<file path="config.mk">
export PLATFORM = sky130hd
export DESIGN_NAME = stream_context_binding_table
export DESIGN_NICKNAME = d
export VERILOG_FILES = /design/src/scb_pkg.sv /design/src/scb_scan.sv /design/src/stream_context_binding_table.sv
export SDC_FILE = /design/constraint.sdc
export NUM_CORES = 1
export LEC_CHECK = 0
export BUFFER_PORTS_ARGS = -buffer_cell sky130_fd_sc_hd__buf_2
export CORE_ASPECT_RATIO = 0.9
export CORE_UTILIZATION = 40
export DETAILED_ROUTE_END_ITERATION = 10
export MAX_ROUTING_LAYER = met4
export SLEW_MARGIN = 30
export SYNTH_ARGS = -nofsm -noshare
export SYNTH_HDL_FRONTEND = slang
export SYNTH_SLANG_ARGS = --single-unit
</file>
<file path="constraint.sdc">
create_clock -name clk -period 11.7 [get_ports clk]
set_input_delay 1.17 -clock clk [delete_from_list [all_inputs] [get_ports clk]]
set_output_delay 1.17 -clock clk [all_outputs]
set_load 0.03 [all_outputs]
</file>
<file path="src/scb_pkg.sv">
// Shared types, widths and codes for the stream context binding table.
package scb_pkg;

  localparam int ADDR_W         = 40;
  localparam int SID_W          = 16;
  localparam int CMD_W          = 2;
  localparam int STATUS_W       = 2;
  localparam int BIDX_W         = 3;
  localparam int GIDX_W         = 4;
  localparam int SID_BITS_W     = 4;
  localparam int DEF_NUM_BANKS  = 8;
  localparam int DEF_NUM_GROUPS = 16;

  // APB side: one 32-bit register at byte address 0
  localparam int CFG_AW = 3;
  localparam int CFG_DW = 32;
  localparam logic [CFG_AW-3:0] CFG_IDX_SID_BITS = '0;
  localparam logic [SID_BITS_W-1:0] SID_BITS_RESET = 4'd15;

  localparam logic [CMD_W-1:0] CMD_BIND   = 2'd0;
  localparam logic [CMD_W-1:0] CMD_UNBIND = 2'd1;
  localparam logic [CMD_W-1:0] CMD_REMOVE = 2'd2;
  localparam logic [CMD_W-1:0] CMD_NOP    = 2'd3;

  localparam logic [STATUS_W-1:0] STATUS_OK    = 2'd0;
  localparam logic [STATUS_W-1:0] STATUS_RANGE = 2'd1;
  localparam logic [STATUS_W-1:0] STATUS_FULL  = 2'd2;

  typedef struct packed {
    logic [CMD_W-1:0]  command;
    logic [SID_W-1:0]  sid;
    logic [ADDR_W-1:0] table_address;
  } request_t;

  typedef struct packed {
    logic [STATUS_W-1:0] status;
    logic                bank_found;
    logic [BIDX_W-1:0]   bank_index;
    logic [GIDX_W-1:0]   group_index;
    logic                bank_enabled;
    logic                released_valid;
    logic [BIDX_W-1:0]   released_bank;
  } result_t;

  typedef struct packed {
    logic done;
    logic hit;
    logic free_found;
  } scan_flags_t;

endpackage

</file>
<file path="src/scb_scan.sv">
// Shared table scanner: walks entries one per cycle through a single comparator.
module scb_scan
  import scb_pkg::*;
#(
  parameter int IW = 4
) (
  input  logic              clk,
  input  logic              rst,
  input  logic              go,
  input  logic [IW-1:0]     last,
  input  logic              entry_valid,
  input  logic [ADDR_W-1:0] a_op,
  input  logic [ADDR_W-1:0] b_op,
  output logic [IW-1:0]     rd_idx,
  output logic [IW-1:0]     cmp_idx,
  output logic              match,
  output scan_flags_t       flags,
  output logic [IW-1:0]     hit_idx,
  output logic [IW-1:0]     free_idx
);

  logic active;
  logic cmp_live;
  logic cmp_last;
  logic done_q;
  logic hit;
  logic free_found;

  // the one comparator of the block
  assign match = cmp_live && entry_valid && (a_op == b_op);

  assign flags.done       = done_q;
  assign flags.hit        = hit;
  assign flags.free_found = free_found;

  always_ff @(posedge clk) begin
    if (rst) begin
      active     <= 1'b0;
      cmp_live   <= 1'b0;
      cmp_last   <= 1'b0;
      done_q     <= 1'b0;
      hit        <= 1'b0;
      free_found <= 1'b0;
      rd_idx     <= '0;
      cmp_idx    <= '0;
    end else begin
      // compare stage lines up with the registered memory read
      cmp_live <= active;
      cmp_idx  <= rd_idx;
      cmp_last <= active && (rd_idx == last);
      done_q   <= cmp_live && cmp_last;
      if (go) begin
        active     <= 1'b1;
        rd_idx     <= '0;
        hit        <= 1'b0;
        free_found <= 1'b0;
      end else begin
        if (active) begin
          if (rd_idx == last) begin
            active <= 1'b0;
          end else begin
            rd_idx <= rd_idx + 1'b1;
          end
        end
        if (match && !hit) begin
          hit     <= 1'b1;
          hit_idx <= cmp_idx;
        end
        if (cmp_live && !entry_valid && !free_found) begin
          free_found <= 1'b1;
          free_idx   <= cmp_idx;
        end
      end
    end
  end

endmodule

</file>
<file path="src/stream_context_binding_table.sv">
// Top level of the stream context binding table: bank and group tables with their sequencer.
//
// A request is taken when start is high and busy is low; its single result is registered on result
// and flagged by done high for exactly one cycle, and the receiver cannot stall it. Requests that end
// up front (command 3 with status OK; address zero, or, except for remove, a stream id out of range,
// with status range) skip the scans. Otherwise one shared comparator visits one table entry per cycle:
// the bank scan, which ends the request if no bank fits, then the group scan (bind, unbind) or group
// sweep (remove); a bind that moves a group off another bank then reads and writes that bank's count,
// and a commit state ends the request. The next request can be accepted in the cycle the strobe is
// shown. No clearing pass is needed after reset: bank and group occupancy live in flip-flops cleared
// by reset.
module stream_context_binding_table
  import scb_pkg::*;
#(
  parameter int NUM_BANKS  = DEF_NUM_BANKS,
  parameter int NUM_GROUPS = DEF_NUM_GROUPS
) (
  input  logic              clk,
  input  logic              rst,
  input  logic              start,
  output logic              busy,
  input  request_t          request,
  output logic              done,
  output result_t           result,
  input  logic              psel,
  input  logic              penable,
  input  logic              pwrite,
  input  logic [CFG_AW-1:0] paddr,
  input  logic [CFG_DW-1:0] pwdata,
  output logic [CFG_DW-1:0] prdata,
  output logic              pready
);

  localparam int BW = (NUM_BANKS > 1) ? $clog2(NUM_BANKS) : 1;
  localparam int GW = (NUM_GROUPS > 1) ? $clog2(NUM_GROUPS) : 1;
  localparam int IW = (BW > GW) ? BW : GW;
  localparam int CW = $clog2(NUM_GROUPS + 1);

  typedef enum logic [6:0] {
    S_IDLE   = 7'b0000001,
    S_BSCAN  = 7'b0000010,
    S_GSCAN  = 7'b0000100,
    S_RSCAN  = 7'b0001000,
    S_OLDRD  = 7'b0010000,
    S_OLDWR  = 7'b0100000,
    S_COMMIT = 7'b1000000
  } state_t;

  state_t state, state_next;

  // tables: occupancy in flip-flops, contents in memories
  logic [ADDR_W-1:0] bank_addr_mem  [NUM_BANKS];
  logic [CW-1:0]     bank_cnt_mem   [NUM_BANKS];
  logic [SID_W-1:0]  grp_stream_mem [NUM_GROUPS];
  logic [BW-1:0]     grp_bank_mem   [NUM_GROUPS];
  logic [NUM_BANKS-1:0]  bank_valid;
  logic [NUM_GROUPS-1:0] grp_used;

  logic [ADDR_W-1:0] addr_rd;
  logic [CW-1:0]     cnt_rd;
  logic [SID_W-1:0]  stream_rd;
  logic [BW-1:0]     gbank_rd;

  // per-request registers
  request_t                req;
  logic [SID_BITS_W-1:0]   sid_bits;
  logic [BW-1:0]           bsel;
  logic                    bank_new;
  logic [CW-1:0]           b_cnt;
  logic [GW-1:0]           gsel;
  logic [BW-1:0]           gb;
  logic [CW-1:0]           rm_cnt;
  logic                    rel_v;
  logic [BW-1:0]           rel_b;

  // scanner hookup
  logic              scan_go;
  logic [IW-1:0]     scan_last;
  logic              entry_valid;
  logic [ADDR_W-1:0] a_op;
  logic [ADDR_W-1:0] b_op;
  logic [IW-1:0]     rd_idx;
  logic [IW-1:0]     cmp_idx;
  logic              match;
  scan_flags_t       flags;
  logic [IW-1:0]     hit_idx;
  logic [IW-1:0]     free_idx;

  logic [BW-1:0] rd_b, cmp_b, hit_b, free_b;
  logic [GW-1:0] rd_g, cmp_g, hit_g, free_g;

  logic    accept;
  logic    oor;
  logic    bad;
  logic    fin;
  result_t res_next;
  result_t res_base;

  // table update controls from the sequencer
  logic          cnt_we;
  logic [BW-1:0] cnt_waddr;
  logic [CW-1:0] cnt_wdata;
  logic [BW-1:0] cnt_raddr;
  logic          addr_we;
  logic          grp_we;
  logic          valid_set;
  logic          valid_clr;
  logic [BW-1:0] valid_clr_idx;
  logic          used_set;
  logic          used_clr;
  logic          rel_set;
  logic [BW-1:0] rel_idx;

  logic [CW-1:0] old_dec;
  logic [CW-1:0] b_dec;
  logic [CW-1:0] b_sub;
  logic [CW-1:0] b_inc;

  assign busy   = (state != S_IDLE);
  assign accept = start && !busy;
  assign pready = 1'b1;

  assign oor = (request.sid >> sid_bits) != '0;
  assign bad = (request.table_address == '0) || ((request.command != CMD_REMOVE) && oor);

  assign rd_b   = rd_idx[BW-1:0];
  assign cmp_b  = cmp_idx[BW-1:0];
  assign hit_b  = hit_idx[BW-1:0];
  assign free_b = free_idx[BW-1:0];
  assign rd_g   = rd_idx[GW-1:0];
  assign cmp_g  = cmp_idx[GW-1:0];
  assign hit_g  = hit_idx[GW-1:0];
  assign free_g = free_idx[GW-1:0];

  // counts never drop below zero
  assign old_dec = (cnt_rd != '0) ? cnt_rd - 1'b1 : '0;
  assign b_dec   = (b_cnt != '0) ? b_cnt - 1'b1 : '0;
  assign b_sub   = (b_cnt > rm_cnt) ? b_cnt - rm_cnt : '0;
  assign b_inc   = b_cnt + 1'b1;

  assign cnt_raddr = (state == S_OLDRD) ? gb : rd_b;

  // comparator operands: bank address, stream id, or a group's bank
  always_comb begin
    if (state == S_BSCAN) begin
      entry_valid = bank_valid[cmp_b];
      a_op        = req.table_address;
      b_op        = addr_rd;
    end else if (state == S_RSCAN) begin
      entry_valid = grp_used[cmp_g];
      a_op        = ADDR_W'(bsel);
      b_op        = ADDR_W'(gbank_rd);
    end else begin
      entry_valid = grp_used[cmp_g];
      a_op        = ADDR_W'(req.sid);
      b_op        = ADDR_W'(stream_rd);
    end
  end

  always_comb begin
    res_base                = '0;
    res_base.bank_found     = 1'b1;
    res_base.bank_index     = BIDX_W'(bsel);
    res_base.released_valid = rel_v;
    res_base.released_bank  = rel_v ? BIDX_W'(rel_b) : '0;
  end

  scb_scan #(
    .IW(IW)
  ) u_scan (
    .clk         (clk),
    .rst         (rst),
    .go          (scan_go),
    .last        (scan_last),
    .entry_valid (entry_valid),
    .a_op        (a_op),
    .b_op        (b_op),
    .rd_idx      (rd_idx),
    .cmp_idx     (cmp_idx),
    .match       (match),
    .flags       (flags),
    .hit_idx     (hit_idx),
    .free_idx    (free_idx)
  );

  // sequencer
  always_comb begin
    state_next    = state;
    fin           = 1'b0;
    res_next      = '0;
    scan_go       = 1'b0;
    // the scanner checks its end index on every step, so hold it for the whole walk
    scan_last     = ((state == S_GSCAN) || (state == S_RSCAN)) ? IW'(NUM_GROUPS - 1)
                                                              : IW'(NUM_BANKS - 1);
    cnt_we        = 1'b0;
    cnt_waddr     = bsel;
    cnt_wdata     = b_inc;
    addr_we       = 1'b0;
    grp_we        = 1'b0;
    valid_set     = 1'b0;
    valid_clr     = 1'b0;
    valid_clr_idx = bsel;
    used_set      = 1'b0;
    used_clr      = 1'b0;
    rel_set       = 1'b0;
    rel_idx       = bsel;
    unique case (state)
      S_IDLE: begin
        if (accept) begin
          if (request.command == CMD_NOP) begin
            fin = 1'b1;
          end else if (bad) begin
            fin             = 1'b1;
            res_next.status = STATUS_RANGE;
          end else begin
            scan_go    = 1'b1;
            state_next = S_BSCAN;
          end
        end
      end
      S_BSCAN: begin
        if (flags.done) begin
          if (flags.hit || ((req.command == CMD_BIND) && flags.free_found)) begin
            scan_go    = 1'b1;
            scan_last  = IW'(NUM_GROUPS - 1);
            state_next = (req.command == CMD_REMOVE) ? S_RSCAN : S_GSCAN;
          end else begin
            // bind with no bank left; unbind or remove of an unknown table
            fin             = 1'b1;
            res_next.status = (req.command == CMD_BIND) ? STATUS_FULL : STATUS_OK;
            state_next      = S_IDLE;
          end
        end
      end
      S_GSCAN: begin
        if (flags.done) begin
          res_next = res_base;
          if (flags.hit) begin
            res_next.group_index = GIDX_W'(hit_g);
          end
          if (req.command == CMD_BIND) begin
            if (flags.hit) begin
              if (gb == bsel) begin
                // same pair already bound
                fin        = 1'b1;
                state_next = S_IDLE;
              end else begin
                state_next = S_OLDRD;
              end
            end else if (flags.free_found) begin
              state_next = S_COMMIT;
            end else begin
              fin             = 1'b1;
              res_next.status = STATUS_FULL;
              state_next      = S_IDLE;
            end
          end else begin
            if (flags.hit && (gb == bsel)) begin
              state_next = S_COMMIT;
            end else begin
              // stream unknown, or bound to another bank: left alone
              fin        = 1'b1;
              state_next = S_IDLE;
            end
          end
        end
      end
      S_RSCAN: begin
        if (flags.done) begin
          state_next = S_COMMIT;
        end
      end
      S_OLDRD: begin
        state_next = S_OLDWR;
      end
      S_OLDWR: begin
        // group leaves its previous bank
        cnt_we    = 1'b1;
        cnt_waddr = gb;
        cnt_wdata = old_dec;
        if (old_dec == '0) begin
          valid_clr     = 1'b1;
          valid_clr_idx = gb;
          rel_set       = 1'b1;
          rel_idx       = gb;
        end
        state_next = S_COMMIT;
      end
      S_COMMIT: begin
        fin        = 1'b1;
        state_next = S_IDLE;
        res_next   = res_base;
        cnt_we     = 1'b1;
        case (req.command)
          CMD_BIND: begin
            res_next.group_index  = GIDX_W'(gsel);
            res_next.bank_enabled = bank_new;
            cnt_wdata             = b_inc;
            grp_we                = 1'b1;
            used_set              = 1'b1;
            valid_set             = bank_new;
            addr_we               = bank_new;
          end
          CMD_UNBIND: begin
            res_next.group_index = GIDX_W'(gsel);
            cnt_wdata            = b_dec;
            used_clr             = 1'b1;
            if (b_dec == '0) begin
              valid_clr                = 1'b1;
              res_next.released_valid  = 1'b1;
              res_next.released_bank   = BIDX_W'(bsel);
            end
          end
          default: begin
            cnt_wdata = b_sub;
            if ((rm_cnt != '0) && (b_sub == '0)) begin
              valid_clr               = 1'b1;
              res_next.released_valid = 1'b1;
              res_next.released_bank  = BIDX_W'(bsel);
            end
          end
        endcase
      end
      default: begin
        state_next = S_IDLE;
      end
    endcase
  end

  // control and occupancy registers
  always_ff @(posedge clk) begin
    if (rst) begin
      state      <= S_IDLE;
      done       <= 1'b0;
      sid_bits   <= SID_BITS_RESET;
      bank_valid <= '0;
      grp_used   <= '0;
      rel_v      <= 1'b0;
    end else begin
      state <= state_next;
      done  <= fin;
      if (fin) begin
        result <= res_next;
      end
      if (psel && penable && pwrite && (paddr[CFG_AW-1:2] == CFG_IDX_SID_BITS)) begin
        sid_bits <= pwdata[SID_BITS_W-1:0];
      end
      if (accept) begin
        req    <= request;
        rel_v  <= 1'b0;
        b_cnt  <= '0;
        rm_cnt <= '0;
      end
      if ((state == S_BSCAN) && match && !flags.hit) begin
        b_cnt <= cnt_rd;
      end
      if ((state == S_BSCAN) && flags.done) begin
        bsel     <= flags.hit ? hit_b : free_b;
        bank_new <= !flags.hit;
      end
      if ((state == S_GSCAN) && match && !flags.hit) begin
        gb <= gbank_rd;
      end
      if ((state == S_GSCAN) && flags.done) begin
        gsel <= flags.hit ? hit_g : free_g;
      end
      if ((state == S_RSCAN) && match) begin
        grp_used[cmp_g] <= 1'b0;
        rm_cnt          <= rm_cnt + 1'b1;
      end
      if (used_set) begin
        grp_used[gsel] <= 1'b1;
      end
      if (used_clr) begin
        grp_used[gsel] <= 1'b0;
      end
      if (valid_set) begin
        bank_valid[bsel] <= 1'b1;
      end
      if (valid_clr) begin
        bank_valid[valid_clr_idx] <= 1'b0;
      end
      if (rel_set) begin
        rel_v <= 1'b1;
        rel_b <= rel_idx;
      end
    end
  end

  // table memories: one registered read and one write each per cycle
  always_ff @(posedge clk) begin
    addr_rd   <= bank_addr_mem[rd_b];
    cnt_rd    <= bank_cnt_mem[cnt_raddr];
    stream_rd <= grp_stream_mem[rd_g];
    gbank_rd  <= grp_bank_mem[rd_g];
    if (addr_we) begin
      bank_addr_mem[bsel] <= req.table_address;
    end
    if (cnt_we) begin
      bank_cnt_mem[cnt_waddr] <= cnt_wdata;
    end
    if (grp_we) begin
      grp_stream_mem[gsel] <= req.sid;
      grp_bank_mem[gsel]   <= bsel;
    end
  end

  assign prdata = (paddr[CFG_AW-1:2] == CFG_IDX_SID_BITS) ? CFG_DW'(sid_bits) : '0;

endmodule
</file>
==> results of run 1 <==
## worst max-delay path: stages, from the launching register on
cell and delay (ns):
edfxtp_1 0.51, xnor2_1 0.37, nand4_1 0.19, nor4_1 0.80, nand3_1 0.38, a221oi_2 0.64, nand3_1 0.32, a21oi_1 0.52
## power by group
part           leakage [nW]  switching, mW  total (mW)  internal [mW]
sequential             7.90         0.0549        3.51           3.45
combinational          3.26          0.130       0.247          0.117
clock                  1.48           1.22        2.93           1.71
total                  12.6           1.40        6.68           5.27
## sequential cells by signal (all words and copies together), names as in the netlist, 4 cells and up
name and cells:
grp_bank_mem 48, sid_bits 4, stream_rd 16, b_cnt 5, cnt_rd 5, grp_stream_mem 256
grp_used 16, req 58, u_scan.rd_idx 4, u_scan.hit_idx 4, addr_rd 40, result 15
u_scan.free_idx 4, bank_cnt_mem 40, rm_cnt 5, state 7, gsel 4, bank_valid 8
bank_addr_mem 320, u_scan.cmp_idx 4
## logic make-up after synthesis
kind of cell / count (synthesis) / synth area share
AND/OR/NAND/NOR: 378 / 0.0541
flip-flops: 884 / 0.729
buffers and inverters: 162 / 0.0216
XOR/XNOR: 75 / 0.0189
multiplexers: 241 / 0.136
AO/OA/AOI/OAI: 188 / 0.0353
other: 2 / 0.000216
adder cells (fa/ha/maj): 12 / 0.00453
## worst max-delay path by stage
stage | startpoint | to | slack [ns] | depth (start not counted)
2_1_floorplan | state[2] | bank_addr_mem[1][0] | 6.91 | 6
3_3_place_gp | request[24] | result[5] | 6.90 | 9
3_5_place_dp | request[24] | result[8] | 6.88 | 9
4_1_cts | request[24] | result[10] | 7.52 | 9
5_1_grt | req[16] | b_cnt[2] | 7.33 | 7
6_report | req[16] | b_cnt[3] | 7.55 | 7
## final cells by class
type / instances / area (sq um)
clock buffer: 122 / 2440
multi-input combinational: 923 / 8930
tap: 1144 / 1430
timing repair buffer: 127 / 742
inverter: 44 / 165
sequential: 884 / 25400
clock inverter: 50 / 613
fill: 7238 / 46400
## metal layers
metal / wire [um] / GRT usage / vias to the layer above
met2: 36200 / 0.275 / 433
met5: 0 / - / -
met3: 3220 / 0.0268 / 123
li1: - / - / 7896
met4: 1730 / 0.0539 / 0
met1: 34000 / 0.243 / 9232
## placed cells by master (no fill, tap or decap), types with 35 or more instances in the layout
master,instances
o21ai_0,56
a21oi_1,40
clkbuf_16,91
xnor2_1,68
inv_1,42
nand2_1,97
nand3_1,35
edfxtp_1,769
mux2_2,46
mux4_2,182
buf_2,89
nor2_1,77
buf_4,35
dfxtp_1,111
## metrics by stage
step | std cells | hold WS, ns | instance area [sq um] | utilization
final | 3294 | 0.469 | 39700 | 0.461
after global routing | 3294 | 0.498 | 39700 | 0.461
after CTS | 3294 | 0.469 | 39700 | 0.461
after detailed placement | 3122 | 0.455 | 36700 | 0.425
after global placement | 3122 | 0.448 | 36600 | 0.425
after floorplan | 1969 | 0.424 | 34900 | -
## cell usage after synthesis, drive strengths merged, types with 36 or more instances
library cell	number
o21ai	59
clkbuf	65
buf	53
nand3	36
xnor2	68
mux2	48
mux4	182
edfxtp	769
a21oi	40
inv	43
dfxtp	115
nand2	99
nor2	101
==> impl_results.md, run 1 <==
- Pre-CTS setup slack: 6.88 ns
- Max-slew headroom: 0.341
- RSZ-0062 raised after global routing: no
- Worst R2R Setup Slack: 7.55 ns
- Die Y: between 200 and 300 um
- First-pass DRT Iterations: 5
- Lkg Pwr: approximately 13 nW
- Tot Pwr: around 6.7 mW
- Fraction of layout cells with a size suffix above 1: 0.248
- Synth Area per Inst: 17.9 sq um
- Seq cells post-synth: between 800 and 900
- Vias in the first global route: ~18k
- DRC Markers: 0
- Vias per Instance: 5.37
- Area of the core: ~86000 sq um
- Final TNS setup: 0 ns
- Async set-or-reset flop fraction in the synthesized netlist: 0
- Hold Path Origin: u_scan.cmp_last
- Via count: between 15k and 20k
- Routed len/inst: 22.8 um
- Max Buffers Root-to-Sink: 3
- Detailed Place HPWL: around 43000 um
- Final WS setup: roughly 7.6 ns
- Final setup violating endpoints: 0
- Antenna diodes: 0
- Worst slew pin tran: approximately 0.99 ns
- Tot GR Track Use: 0.178
- 1st-iter DRT viols: around 1.4k
- Grt ovf: 0
- Status: finished, final reports clean
- Post-synth top area share: 0.663
- Syn Inst Count: around 1.9k
- Initial antenna violation count: 0
- Clock slew at reported path FFs: roughly 0.060 ns
- Synth warn: 0
- H-tree Lvls: 3
- Post-synth EDFFs: between 700 and 800
- Final nets: 2182
- R2R Path End: b_cnt[3]
- Final slew viol count: 0
- Maximum fanout along the worst path: 9
- Synth unique cells: 80
- Hold Path Stages: 1
- Period minus WS final: just over 4 ns
- FMAX: roughly 0.24 GHz
- Final Cycle Share: 0.355
- Clock latency on the worst-skew pair: approximately 0.67 ns
- Area delta synth->final: 14.1%
- Clk_skew: approximately 0.063 ns
- Port bufs: 89
- Power density over the cells: around 170 nW/um^2
- Clk sinks: ~900
- Cts bufs inserted: 91
- Max_cap viols: 0
- Synth area leaders: edfxtp_1 66%, mux4_2 12%, dfxtp_1 6.6%, xnor2_1 1.7%, mux2_2 1.5%
- Remaining antenna violation count: 0
- Startpoint types: flip-flop
- Synth Cell Area: between 30000 and 40000 sq um
- Worst vdd rail ir drop: approximately 0.14 mV
- GP Congestion: ~0.83
- Final WL: 75100 um
- WHS Endpoint: u_scan.done_q
- Worst path required time: around 12 ns
- Arrival time of the worst setup path: ~4.4 ns
- Largest net degree at the start of global routing: 67
- Post-cts hold buffer count: 0
- Worst R2R Path Depth: 7
- Clk root buf: clkbuf_16
- Initial Util: 0.404
- Cts repair resizes: 0
- Main flop type after synthesis: edfxtp_1
- Setup Crit Path Kind: flip-flop to flip-flop
- Crit. End Element: flip-flop
- Reg2reg start: req[16]
- # Post-CTS Setup Buffers: 0
- Synth area leader: edfxtp_1
- DIE AREA: between 80000 and 90000 sq um
- Number of I/O pins: ~150
- First-pass GRT wire length: between 100000 and 150000 um
- Final hold violations: 0
- Hold Crit Class: flip-flop to flip-flop
- Sequential fraction of the synthesis area: 0.729
- CTS tree: done
- Die width: 313 um
- Number of cell rows: 102
Power figures use the tool's default switching activity.
==> inputs of run 2 (changes only) <==
==> constraint.sdc (replaced) <==
create_clock -name clk -period 3.7 [get_ports clk]
set_input_delay 0.37 -clock clk [delete_from_list [all_inputs] [get_ports clk]]
set_output_delay 0.37 -clock clk [all_outputs]
set_load 0.03 [all_outputs]
==> impl_results.md, run 2 (synthesized netlist as in run 1, its figures left out) <==
- Clock latency on the worst-skew pair: about 0.66 ns
- Worst-case hold slack: around 0.026 ns
- Vias per Instance: ~5.3
- Die Y: approximately 280 um
- Vias in the first global route: 18.5k
- DRC Markers: 0
- Power density over the cells: 516 nW/um^2
- Post-DP Area: between 30000 and 40000 sq um
- GP Congestion: 0.873
- RSZ-0062 raised after global routing: no
- Antenna diodes: 0
- Clk root buf: clkbuf_16
- Max-slew headroom: 0.349
- Slowest-stage cell, CP: dfxtp_1
- Startpoint types: flip-flop
- Biggest register: bank_addr_mem
- Cts bufs inserted: 91
- Final TNS setup: 0 ns
- First-pass DRT Iterations: 6
- Grt ovf: 0
- Post-layout util: 0.471
- Leading cell types in the layout, fill and taps excluded: 769 x edfxtp_1, 182 x mux4_2, 111 x dfxtp_1
- Crit path cell chain: mux4_2 -> clkinv_1 -> o2111ai_1 -> a2111o_1 -> o31ai_2 -> nand3_1 -> nand3b_1 -> nor2_1
- Arrival time of the worst setup path: between 3 and 4 ns
- Final nets: 2270
- Worst slew pin tran: 0.976 ns
- H-tree Lvls: 3
- Max FFs per register: 320
- Hold Crit Class: primary input to flip-flop
- CTS tree: done
- Largest net degree at the start of global routing: 53
- Period minus WS final: about 3.4 ns
- DIE AREA: ~88000 sq um
- Cts repair resizes: 0
- Final WL: slightly below 80000 um
- Fraction of layout cells with a size suffix above 1: 0.252
- Worst path required time: between 4 and 5 ns
- Final Cycle Share: 0.908
- FMAX: between 0.2 and 0.3 GHz
- Final slew viol count: 0
- Port bufs: a little under 90
- Final setup violating endpoints: 0
- CP bufs+invs: 1
- Pre-CTS setup slack: 0.363 ns
- Initial antenna violation count: 0
- Slowest Stage Delay on Critical Path: around 0.66 ns
- Final instance area: 40600 sq um
- Maximum fanout along the worst path: 13
- Clk sinks: roughly 880
- Worst vdd rail ir drop: roughly 0.37 mV
- # Post-CTS Setup Buffers: 0
- Number of cell rows: 102
- Cells after DPL: 3153
- Tot GR Track Use: 0.183
- Tot Pwr: about 21 mW
- Clk_skew: approximately 0.033 ns
- Area delta synth->final: 16.4%
- Die width: 313 um
- Final hold violations: 0
- Clock slew at reported path FFs: about 0.06 ns
- Lkg Pwr: approximately 13 nW
- Most common cell after layout, fill and taps aside: edfxtp_1
- Top Registers: bank_addr_mem x320, grp_stream_mem x256, req x58
- Final WS setup: approximately 0.34 ns
- Number of I/O pins: about 150
- Post-Layout Cell Count: 3379
- Status: finished, final reports clean
- Setup Crit Path Kind: flip-flop to flip-flop
- Max Buffers Root-to-Sink: 3
- 1st-iter DRT viols: 1661
- Initial Util: 0.404
- Area of the core: roughly 86000 sq um
- First-pass GRT wire length: between 100000 and 150000 um
- Detailed Place HPWL: about 44000 um
- Crit. End Element: flip-flop
- Filler cell count: 7160
- Remaining antenna violation count: 0
- Routed len/inst: roughly 23 um
- Max_cap viols: 0
- Post-cts hold buffer count: 57
- Via count: 18.1k
- CP delay by family, top: compound AO/OA/AOI/OAI gates
run 2: cell types whose count changed in the layout (fill, tap and decap cells not counted), sizes merged:
cell	before	now
clkbuf	122	113
dlygate4sd3	0	57
inv	48	51
buf	127	158
bufinv	10	6
clkinv	34	40
clkinvlp	2	3
run 2: final timing paths:
check             slack [ns]  cells after the start                end         from
setup / recovery        0.34                      8  u_scan.hit_idx[3]  sid_bits[0]
hold / removal          0.03                      1            req[42]  request[42]
hold reg to reg         0.47                      0              gb[1]  gbank_rd[1]
setup reg to reg        0.34                      8  u_scan.hit_idx[3]  sid_bits[0]
run 2: power breakdown:
group          switching (mW)  internal (mW)  leakage, nW
Combinational           0.453          0.432         3.69
Clock                    3.88           5.07         1.43
Sequential              0.158           10.9         7.90
Total                    4.49           16.4         13.0
run 2: area by class of cell:
type / instances / area [sq um] / share of cell area
timing repair buffer: 215 / 1710 / 0.0421
multi-input combinational: 923 / 8900 / 0.220
clock buffer: 113 / 2390 / 0.0589
tap: 1144 / 1430 / 0.0353
inverter: 44 / 165 / 0.00407
sequential: 884 / 25400 / 0.626
clock inverter: 56 / 548 / 0.0135
run 2: per-layer routing:
layer | share of wire | vias to the layer above | GRT usage | wire length, um
met3 | 0.056 | 116 | 0.0310 | 4290
met5 | 0 | - | - | 0
met1 | 0.45 | 9362 | 0.252 | 34500
li1 | - | 8084 | - | -
met4 | 0.023 | 0 | 0.0505 | 1760
met2 | 0.48 | 511 | 0.281 | 36700
==> inputs of run 3 (changes only) <==
--- a/config.mk
+++ b/config.mk
@@ -5,10 +5,10 @@
 export SDC_FILE = /design/constraint.sdc
 export NUM_CORES = 1
 export LEC_CHECK = 0
-export BUFFER_PORTS_ARGS = -buffer_cell sky130_fd_sc_hd__buf_2
 export CORE_ASPECT_RATIO = 0.9
 export CORE_UTILIZATION = 40
 export DETAILED_ROUTE_END_ITERATION = 10
+export DONT_BUFFER_PORTS = 1
 export MAX_ROUTING_LAYER = met4
 export SLEW_MARGIN = 30
 export SYNTH_ARGS = -nofsm -noshare
==> impl_results.md, run 3 (synthesized netlist as in run 1, its figures left out) <==
- Clock slew at reported path FFs: 0.06 ns
- Port bufs: 0
- Vias in the first global route: between 15k and 20k
- Filler cell count: between 7k and 8k
- Lkg Pwr: between 10 and 15 nW
- WHS Endpoint: result[13]
- Hold Path Stages: 3
- Leading cell types in the layout, fill and taps excluded: 769 x edfxtp_1, 182 x mux4_2, 110 x dfxtp_1
- DIE AREA: ~90000 sq um
- Die width: about 310 um
- Grt peak-use layer: met2
- Worst slew pin tran: roughly 0.8 ns
- Met1 usage: 0.248
- Worst vdd rail ir drop: approximately 0.36 mV
- Area delta synth->final: 15.8%
- Period minus WS final: approximately 3.3 ns
- First-pass GRT wire length: approximately 120000 um
- Final WS setup: about 0.36 ns
- Worst R2R Path Depth: 8
- Max-slew headroom: 0.453
- Pre-CTS setup slack: around 0.34 ns
- Final TNS setup: 0 ns
- Grt ovf: 0
- RSZ-0062 raised after global routing: no
- Fraction of layout cells with a size suffix above 1: 0.219
- Post-layout util: 0.468
- Reg2reg start: sid_bits[0]
- Vias per Instance: around 5.5
- Clock latency on the worst-skew pair: roughly 0.67 ns
- Power density over the cells: ~520 nW/um^2
- First-pass DRT Iterations: 5
- Most common cell after layout, fill and taps aside: edfxtp_1
- Die Y: approximately 280 um
- FMAX: between 0.2 and 0.3 GHz
- Top Registers: bank_addr_mem x320, grp_stream_mem x256, req x58
- Final WL: 77500 um
- Detailed Place HPWL: around 44000 um
- Final slew viol count: 0
- H-tree Lvls: 3
- CP bufs+invs: 2
- Maximum fanout along the worst path: 13
- Startpoint types: flip-flop
- Clk root buf: clkbuf_16
- Largest net degree at the start of global routing: 53
- Remaining antenna violation count: 0
- Final hold violations: 0
- Met3 Use GR: 0.0326
- Max Buffers Root-to-Sink: 3
- GR Util met2: 0.283
- Hold Path Origin: request[56]
- Max_cap viols: 0
- Slowest Stage Delay on Critical Path: 0.57 ns
- Final setup violating endpoints: 0
- CTS tree: done
- Setup Crit Path Kind: flip-flop to flip-flop
- Final nets: 2190
- Crit. End Element: flip-flop
- Max FFs per register: 320
- GP Congestion: 0.857
- Tot GR Track Use: 0.182
- Routed len/inst: 23.4 um
- Hold Crit Class: primary input to flip-flop
- Initial Util: 0.404
- R2R Path End: u_scan.active
- Clk_skew: between 0.03 and 0.04 ns
- Status: finished, final reports clean
- Arrival time of the worst setup path: roughly 4.0 ns
- Cts bufs inserted: 94
- Slowest-stage cell, CP: a2111o_1
- Biggest register: bank_addr_mem
- Final Cycle Share: 0.904
- Crit path cell chain: mux4_2 -> clkinv_1 -> o2111ai_1 -> a2111o_1 -> o31ai_2 -> nand3_1 -> a31oi_1 -> dlygate4sd3_1
- 1st-iter DRT viols: between 1.5k and 2k
- Via count: approximately 18k
- DRC Markers: 0
- Worst-case hold slack: 0.0537 ns
- CP delay by family, top: compound AO/OA/AOI/OAI gates
- Area of the core: approximately 86000 sq um
- Number of cell rows: ~100
- Worst R2R Setup Slack: between 0.3 and 0.4 ns
- Initial antenna violation count: 0
- Worst path required time: approximately 4.3 ns
- Critical Path Start: sid_bits[0]
- Number of I/O pins: about 150
- Clk sinks: between 800 and 900
## run 3: cell types whose count changed in the layout (fill, tap and decap cells not counted), sizes merged
cell	previous run	this run
clkinvlp	3	1
buf	158	69
clkinv	40	33
clkbuf	113	137
diode	0	3
dlygate4sd3	57	63
inv	51	45
## run 3: power breakdown
group	switching, mW	total (mW)	internal (mW)
clock network	3.90	9.29	5.39
logic	0.406	0.816	0.409
registers	0.169	11.1	10.9
## run 3: worst reg2reg max path: cells and delay by family (launching register included)
kind / cells / cell delay (ns)
buffers and inverters: 2 / 0.62
muxes: 1 / 0.56
and+or+nand+nor: 1 / 0.30
AOI/OAI and AO/OA: 4 / 1.34
DFF: 1 / 0.49
## run 3: worst max path at each step
stage                          end  cells after the start
6_report             u_scan.active                      8
5_1_grt                   b_cnt[1]                      9
4_1_cts              u_scan.active                      8
3_5_place_dp              b_cnt[1]                      9
3_3_place_gp             rm_cnt[0]                     10
2_1_floorplan  bank_addr_mem[3][0]                      6
## run 3: final cells by class
| type | count | area (sq um) | share of cell area |
|---|---|---|---|
| tap | 1144 | 1430 | 0.0355 |
| clock buffer | 137 | 2630 | 0.0651 |
| multi-input combinational | 923 | 8900 | 0.221 |
| inverter | 44 | 165 | 0.00409 |
| sequential | 884 | 25400 | 0.630 |
| clock inverter | 41 | 454 | 0.0113 |
| antenna | 3 | 7.51 | 0.000186 |
| timing repair buffer | 132 | 1360 | 0.0336 |
## run 3: what timing repair did
action / in CTS / in global routing
endpoints found under the setup margin: 0 / 1
gates resized for setup: 0 / 1
buffers inserted: 0 / 0
hold buffers: 64 / 0
endpoints found under the hold margin: 108 / 0
## run 3: through the flow
step	area [sq um]	total power, mW	std cells
after detailed placement	36600	12.0	3063
after floorplan	34900	11.8	1969
after global routing	40300	21.9	3305
final	40400	21.2	3308
after CTS	40300	21.4	3305
after global placement	36600	12.0	3062
## run 3: routing by layer
metal	part of all wire	wire, um
met1	0.45	35100
met2	0.48	36900
met3	0.052	4020
met4	0.020	1540
met5	0	0
